--- config.mk ---
export PLATFORM = sky130hd
export DESIGN_NAME = lru_key_tracker_with_eviction_core
export DESIGN_NICKNAME = d
export VERILOG_FILES = /design/src/design/lkt_pkg.sv /design/src/design/lkt_ctrl.sv /design/src/design/lkt_datapath.sv /design/src/design/lru_key_tracker_with_eviction_core.sv
export SDC_FILE = /design/constraint.sdc
export NUM_CORES = 2
export LEC_CHECK = 0
export ABC_AREA = 1
export BUFFER_PORTS_ARGS = -buffer_cell sky130_fd_sc_hd__buf_2
export CAP_MARGIN = 20
export CORE_MARGIN = 1
export CORE_UTILIZATION = 23
export CTS_BUF_LIST = sky130_fd_sc_hd__clkbuf_8
export DETAILED_ROUTE_END_ITERATION = 10
export MAX_ROUTING_LAYER = met4
export PLACE_DENSITY_LB_ADDON = 0.3
export SLEW_MARGIN = 25
export SYNTH_ARGS = -nofsm -noshare
export SYNTH_HDL_FRONTEND = slang
export SYNTH_HIERARCHICAL = 1
export SYNTH_SLANG_ARGS = --single-unit
--- constraint.sdc ---
create_clock -name clk -period 19.1 [get_ports clk]
set_input_delay 0.955 -clock clk [delete_from_list [all_inputs] [get_ports clk]]
set_output_delay 0.955 -clock clk [all_outputs]
set_load 0.01 [all_outputs]
--- src/design/lkt_pkg.sv ---
`timescale 1ns / 1ps
// ----------------------------------------------------------------------------
// LRU key tracker package
// Shared sizes and the command bundle between controller and datapath.
// ----------------------------------------------------------------------------
package lkt_pkg;

  localparam int DEPTH   = 16;
  localparam int KEY_W   = 64;
  localparam int LIM_W   = 5;
  localparam int OCC_W   = 5;
  localparam int CNT_W   = $clog2(DEPTH + 1);
  localparam int IDX_W   = $clog2(DEPTH);

  localparam logic [LIM_W-1:0] LIMIT_RESET = LIM_W'(16);

  typedef struct packed {
    logic load;
    logic cfg_write;
  } lkt_cmd_t;

endpackage

--- src/design/lkt_ctrl.sv ---
`timescale 1ns / 1ps
// ----------------------------------------------------------------------------
// LRU key tracker controller
// Tracks whether the result register holds an untaken result and issues
// the load and configuration commands to the datapath.
// ----------------------------------------------------------------------------
module lkt_ctrl import lkt_pkg::*; (
  input  logic     clk,
  input  logic     rst,
  input  logic     in_valid,
  output logic     in_ready,
  output logic     out_valid,
  input  logic     out_ready,
  input  logic     cfg_valid,
  output logic     cfg_ready,
  output lkt_cmd_t cmd
);

  localparam logic ST_EMPTY = 1'b0;
  localparam logic ST_FULL  = 1'b1;

  logic state;
  logic state_next;
  logic accept;

  assign in_ready  = (state == ST_EMPTY) || out_ready;
  assign accept    = in_valid && in_ready;
  assign out_valid = (state == ST_FULL);
  assign cfg_ready = 1'b1;

  assign cmd.load      = accept;
  assign cmd.cfg_write = cfg_valid;

  always_comb begin
    state_next = state;
    case (state)
      ST_EMPTY: begin
        if (accept) begin
          state_next = ST_FULL;
        end
      end
      ST_FULL: begin
        if (out_ready && !accept) begin
          state_next = ST_EMPTY;
        end
      end
      default: begin
        state_next = ST_EMPTY;
      end
    endcase
  end

  always_ff @(posedge clk) begin
    if (rst) begin
      state <= ST_EMPTY;
    end else begin
      state <= state_next;
    end
  end

endmodule

--- src/design/lkt_datapath.sv ---
`timescale 1ns / 1ps
// ----------------------------------------------------------------------------
// LRU key tracker datapath
// Recency-ordered key registers with parallel compare, shift to the front,
// eviction of the least recent key and the registered result.
// ----------------------------------------------------------------------------
module lkt_datapath import lkt_pkg::*; (
  input  logic             clk,
  input  logic             rst,
  input  lkt_cmd_t         cmd,
  input  logic [KEY_W-1:0] key,
  input  logic [LIM_W-1:0] cfg_data,
  output logic             hit,
  output logic             evicted,
  output logic [KEY_W-1:0] evicted_key,
  output logic [OCC_W-1:0] occupancy
);

  logic [KEY_W-1:0] keys [DEPTH];
  logic [KEY_W-1:0] keys_next [DEPTH];
  logic [CNT_W-1:0] count;
  logic [CNT_W-1:0] count_next;
  logic [LIM_W-1:0] max_entries;

  logic [DEPTH-1:0] match;
  logic             is_hit;
  logic [CNT_W-1:0] pos;
  logic [CNT_W-1:0] limit;
  logic             do_evict;
  logic [CNT_W-1:0] shift_n;
  logic [CNT_W-1:0] last;

  always_comb begin
    for (int i = 0; i < DEPTH; i++) begin
      match[i] = (CNT_W'(i) < count) && (keys[i] == key);
    end
    is_hit = |match;
    pos = '0;
    for (int i = DEPTH - 1; i >= 0; i--) begin
      if (match[i]) begin
        pos = CNT_W'(i);
      end
    end

    if ((max_entries == '0) || (32'(max_entries) > DEPTH)) begin
      limit = CNT_W'(DEPTH);
    end else begin
      limit = CNT_W'(max_entries);
    end

    do_evict = !is_hit && (count >= limit);
    last     = count - CNT_W'(1);

    if (is_hit) begin
      shift_n = pos;
    end else if (do_evict) begin
      shift_n = last;
    end else begin
      shift_n = count;
    end

    keys_next[0] = key;
    for (int i = 1; i < DEPTH; i++) begin
      keys_next[i] = (CNT_W'(i) <= shift_n) ? keys[i-1] : keys[i];
    end

    count_next = (!is_hit && !do_evict) ? count + CNT_W'(1) : count;
  end

  always_ff @(posedge clk) begin
    if (rst) begin
      count       <= '0;
      max_entries <= LIMIT_RESET;
    end else begin
      if (cmd.cfg_write) begin
        max_entries <= cfg_data;
      end
      if (cmd.load) begin
        count <= count_next;
      end
    end
  end

  always_ff @(posedge clk) begin
    if (cmd.load) begin
      for (int i = 0; i < DEPTH; i++) begin
        keys[i] <= keys_next[i];
      end
      hit         <= is_hit;
      evicted     <= do_evict;
      evicted_key <= do_evict ? keys[last[IDX_W-1:0]] : '0;
      occupancy   <= OCC_W'(count_next);
    end
  end

endmodule

--- src/design/lru_key_tracker_with_eviction_core.sv ---
`timescale 1ns / 1ps
// ----------------------------------------------------------------------------
// LRU key tracker with eviction
// Keeps up to sixteen 64-bit keys in recency order and reports hits,
// evictions and occupancy for every touched key.
// ----------------------------------------------------------------------------
// Each request is handled in the cycle it is accepted and its result is
// held in an output register, so the block sustains one request per clock
// while the consumer keeps taking results; the rate rests on the combinational
// parallel compare and shift over the sixteen key registers. A new
// request is accepted whenever the result register is empty or its result
// is taken in the same cycle. The max_entries register resets to 16 and a
// value of 0 or above 16 selects the full store. The key store has no reset;
// only the entry count is cleared, so no clearing pass is needed.
module lru_key_tracker_with_eviction_core import lkt_pkg::*; (
  input  logic             clk,
  input  logic             rst,
  input  logic             in_valid,
  output logic             in_ready,
  input  logic [KEY_W-1:0] key,
  output logic             out_valid,
  input  logic             out_ready,
  output logic             hit,
  output logic             evicted,
  output logic [KEY_W-1:0] evicted_key,
  output logic [OCC_W-1:0] occupancy,
  input  logic             cfg_valid,
  output logic             cfg_ready,
  input  logic [LIM_W-1:0] cfg_data
);

  lkt_cmd_t cmd;

  lkt_ctrl u_ctrl (
    .clk       (clk),
    .rst       (rst),
    .in_valid  (in_valid),
    .in_ready  (in_ready),
    .out_valid (out_valid),
    .out_ready (out_ready),
    .cfg_valid (cfg_valid),
    .cfg_ready (cfg_ready),
    .cmd       (cmd)
  );

  lkt_datapath u_datapath (
    .clk         (clk),
    .rst         (rst),
    .cmd         (cmd),
    .key         (key),
    .cfg_data    (cfg_data),
    .hit         (hit),
    .evicted     (evicted),
    .evicted_key (evicted_key),
    .occupancy   (occupancy)
  );

endmodule
Word-level counts from Yosys, hierarchy flattened --
Memories as Yosys holds them, arrays and structs flattened. A register that Yosys moved wholly into a read port is not among the register bits. Index checks and enable logic that the tools add are counted.
Storage, ports and cells: register bits after elaboration 18, RAM bits 1024, bits of input ports 74, output and inout bits 74, logic and storage cells 126, memories kept 1
Operators by class: add/subtract/negate cells 2, order comparisons 33, eq/ne operators 16, multiplexer cells 39, bitwise logic cells 1, reduce and logical (&&, ||, !) cells 28
Memories:
- u_datapath.keys | words 16, width 64, rd ports 17, clocked after memory_dff 1, wr ports 16, RTL line lkt_datapath.sv:19 | logic [KEY_W-1:0] keys [DEPTH];
Operators by type and width (count):
- $eq A64 B64 Y1 | 16
- $mux W64 | 15
- $mux W4 | 16
- $le A4 B5 Y1 const A | 8
- $lt A4 B5 Y1 const A | 8
- $le A3 B5 Y1 const A | 4
- $logic_and A1 B1 Y1 | 20
- $lt A3 B5 Y1 const A | 4
- $mux W5 | 4
- $reduce_or A16 Y1 | 1
- $le A2 B5 Y1 const A | 2
- $lt A1 B5 Y1 const A | 2
- $lt A2 B5 Y1 const A | 2
- $add A5 B1 Y5 const B | 1
- $ge A5 B5 Y1 | 1
- $gt A5 B5 Y1 const B | 1
- $le A1 B5 Y1 const A | 1
- $logic_not A5 Y1 | 1
- $sub A5 B1 Y5 const B | 1
- $logic_not A1 Y1 | 4
- $mux W1 | 3
- $logic_or A1 B1 Y1 | 2
- $pmux W1 S2 | 1
- $not A1 Y1 | 1

Longest topological paths before layout --
An unclocked memory read counts as a cell.
depth after elaboration 22, mapped depth 31, gate-level depth less buffers 30

Hierarchy --
Netlist, hierarchy kept.
Modules (own cells, without submodules):
- lkt_datapath | times used 1, cells an instance 5452, area an instance 56633.1 um^2
- lkt_ctrl | times used 1, cells an instance 10, area an instance 73.8 um^2

Worst setup path before layout --
OpenSTA, ideal clock, no wires.
kind input port to flip-flop, start input port key[58], end memory u_datapath.keys[5][0], enable pin, library setup time 0.418 ns, data arrival time 6.846 ns, slack 11.836 ns, stages on the path 18, buffers on the path 2, path through buf_2 -> buf_6 -> xor2_1 -> nor4_1 -> nand4_1 -> nor2_1 -> nand3_2 -> nand2_1 -> nor2_1 -> nand2_2 -> nor2_8 -> nor2_2 -> nand2_1 -> nand3_4 -> nor2_2 -> nor2_1 -> nand2_1 -> inv_1
RTL lines:
- start: declaration | RTL line lru_key_tracker_with_eviction_core.sv:20 | input logic [KEY_W-1:0] key,
- end: declaration | RTL line lkt_datapath.sv:19

==> metrics.txt <==
Critical-path top delay cell buf_4; post-synth top area cell edfxtp_1; # resized after CTS 0; reg2reg start u_datapath/keys[4][27]; I/O pins around 150; Post-synth EDFFs between 1000 and 1500; DRC violations left 0; Setup WS post-layout about 12000 ps; global placer's final weighted congestion about 1.1; CTS Buf Count around 210; GRT met1 Usage ~36%; P per Cell Area 127 nW/µm²; worst path arrival time ~8000 ps; Syn Std Cell Area 56700 µm²; Final Total Pwr 8.24 mW; met2 Use GR between 40% and 50%; hpwl dp 279 mm; Fin. Hold Viols 0; initial antenna violation count slightly above 50; core box area 244000 µm²; Synth top area share between 50% and 60%; number of global-route vias before repair 46200; worst r2r dst u_datapath/keys[3][48]; row count about 180; worst hold start cfg_data[2]; Iteration-0 DRC Markers 8435; register share of total power between 40% and 50%; Layout Skew between 80 and 90 ps; hold path depth 3; reg2reg setup slack between 10000 and 15000 ps; Critical Path RT ~20000 ps; cell count after synthesis about 5500; pin count of the biggest net entering global routing roughly 150; run status completed; Cell Chain, Critical Path buf_2, inv_2, nand2_1, nand4_1, nor4_1, nand3_1, nor2_1, nand3_1, nand2_1, nor2_1, nand2_2, nor2_8, nand2_4, buf_4, o21ai_0, inv_1, nand3_1, a21oi_4, buf_4, buf_4; max-cap viol count 0; min cycle time layout between 7000 and 8000 ps; Clock power frac 27.5%; TritonRoute pass-1 iters 8; pre-CTS setup slack approximately 11000 ps; clock latency on the worst-skew pair approximately 1000 ps; GR Overflow Total 0; cts hold-fix bufs 0; Register-to-Register Path Depth 16; crit-path max cell delay 730 ps; clk sinks approximately 1100; period utilization around two fifths; max-slew violation count 0; Routed Wire Length between 300 and 400 mm; GR Util met3 under 10%; Synth Register Bits ~1100; commonest non-fill, non-tap cells in the layout edfxtp_1 (1095), o21ai_0 (663), nor2_1 (613); routed len/inst around 41 µm; syn nets 5545; Initial Util 23.2%; Yosys warnings 6; HP Class in2reg; Post-synth ARST share 0%; vias between 50000 and 60000; layout cell share with drive strength beyond 1 12.2%; post-placement cell area 60800 µm²; port bufs ~150; Crit. End Element register; Area growth syn-to-layout 14.1%; Yosys cell types 57; RSZ-0062 raised after global routing no; Sw Pwr around 3.4 mW; largest cells by area after synthesis edfxtp_1 (58%), o21ai_0 (5.9%), xnor2_1 (4.4%), nor2_1 (4.1%), nand2_1 (4.0%); nets between 5000 and 6000; leak pwr roughly 22 nW; vias per cell ~5.6; Clock Tree Buf Depth 3; largest fanout on the critical path between 60 and 70; Setup TNS Final 0 ps; Top Usage Layer GRT met2; Primary FF master, synth edfxtp_1; post-route ant nets 0; switching power share of the total a little over two fifths; H-tree depth 4; Die Span X 499 µm; Fin Hold WS 179 ps; Internal between 4 and 5 mW; Mean Syn Cell Area 10.4 µm²; first-pass GRT wire length roughly 470 mm; Slew @ Worst Pin approximately 1300 ps; relative slew slack 15.6%; commonest non-fill, non-tap cell in the layout edfxtp_1; Peak VDD IR slightly above 0.07 mV; post-CTS setup buffer count 0; global-route usage over all layers slightly below 30%; sequential share of the synthesized area between 50% and 60%; Register Area between 30000 and 40000 µm²; Fmax achieved 138 MHz; part of the power in combinational logic about 28%; WHS Endpoint u_datapath/max_entries[2]; final core occ a little over a quarter; DIE AREA 249000 µm²; final-layout fill cell count about 26000; Worst-path clk slew around 70 ps; post-route cell area 64700 µm²; CTS tree yes; die height roughly 500 µm; final setup fails 0; Setup CP Type in2reg; CTS root buf clkbuf_8; type of origin of the critical path primary input; final cell count without fillers around 9000; dpl cells 8572; area occupied by multi-input gates between 20000 and 25000 µm²
[flip-flops by register name (all words and copies together), names as in the netlist]
register and count:
u_datapath/count 5, u_datapath/evicted 1, u_datapath/max_entries 5, u_ctrl/out_valid 1, u_datapath/occupancy 5, u_datapath/evicted_key 64, u_datapath/hit 1, u_datapath/keys 1024
[final cells by class]
type | count | area share, %
antenna | 29 | 0.112
clock buffer | 219 | 4.66
clock inverter | 163 | 1.27
inverter | 387 | 2.28
multi-input combinational | 3609 | 31.7
sequential | 1106 | 51.2
tap | 3202 | 6.19
timing repair buffer | 268 | 2.66
[logic make-up after synthesis]
kind of cell	Yosys count	share of synthesized area (%)
compound gates	1516	15.7
simple gates	1569	11.9
fa+ha+maj	9	0.199
buf+inv	747	5.89
other cells	1	0.00661
xor+xnor	514	7.94
flops	1106	58.4
[critical path: cells and delay by family]
kind                   cells  cell delay [ps]
AO/OA/AOI/OAI              2              420
buffers and inverters      6             3090
AND/OR/NAND/NOR           12             3180
[worst max path at each step]
| stage | start | end | slack [ps] | cells past startpoint |
|---|---|---|---|---|
| after floorplan | key[58] | u_datapath/keys[5][0] | 11840 | 18 |
| final | key[45] | u_datapath/keys[3][48] | 11830 | 20 |
| after CTS | u_datapath/keys[4][27] | u_datapath/keys[3][41] | 12310 | 16 |
| after global routing | key[45] | u_datapath/keys[11][23] | 12000 | 20 |
| after global placement | key[45] | u_datapath/keys[5][35] | 11230 | 22 |
| after detailed placement | key[45] | u_datapath/keys[3][48] | 11340 | 20 |
[layer usage]
| metal | part of all wire [%] | up-vias |
|---|---|---|
| met4 | 8.8 | 0 |
| met3 | 9.7 | 834 |
| met1 | 38 | 25500 |
| met5 | 0 | - |
| met2 | 44 | 3760 |
| li1 | - | 19900 |
[power by group through the flow]
stage,logic [mW],clock network [mW],registers (mW)
floorplan,1.04,0,3.45
global placement,2.20,0,3.69
detailed placement,2.19,0,3.69
CTS,2.20,2.29,3.64
global route,2.31,2.39,3.67
finish,2.30,2.27,3.67
[synthesized netlist by cell type (6+ instances only)]
library cell,count
buf_4,61
nand2_2,9
o211ai_1,61
a221oi_1,33
buf_6,30
xnor2_1,282
nor2_1,615
o2111ai_1,11
o21ai_1,49
inv_1,319
o221ai_1,81
o21ai_0,663
nand2_1,610
or2_1,6
or2_2,25
dfxtp_1,11
ha_1,9
nand4_1,98
edfxtp_1,1095
o22ai_1,256
a211oi_1,85
inv_2,65
clkbuf_1,205
xor2_1,232
buf_2,59
nor3_1,9
a21oi_1,239
nand3_1,87
nor4_1,73
a22o_1,21
nand3_2,7
nand2_4,6
Note: power is estimated with default switching activity, not from simulation.
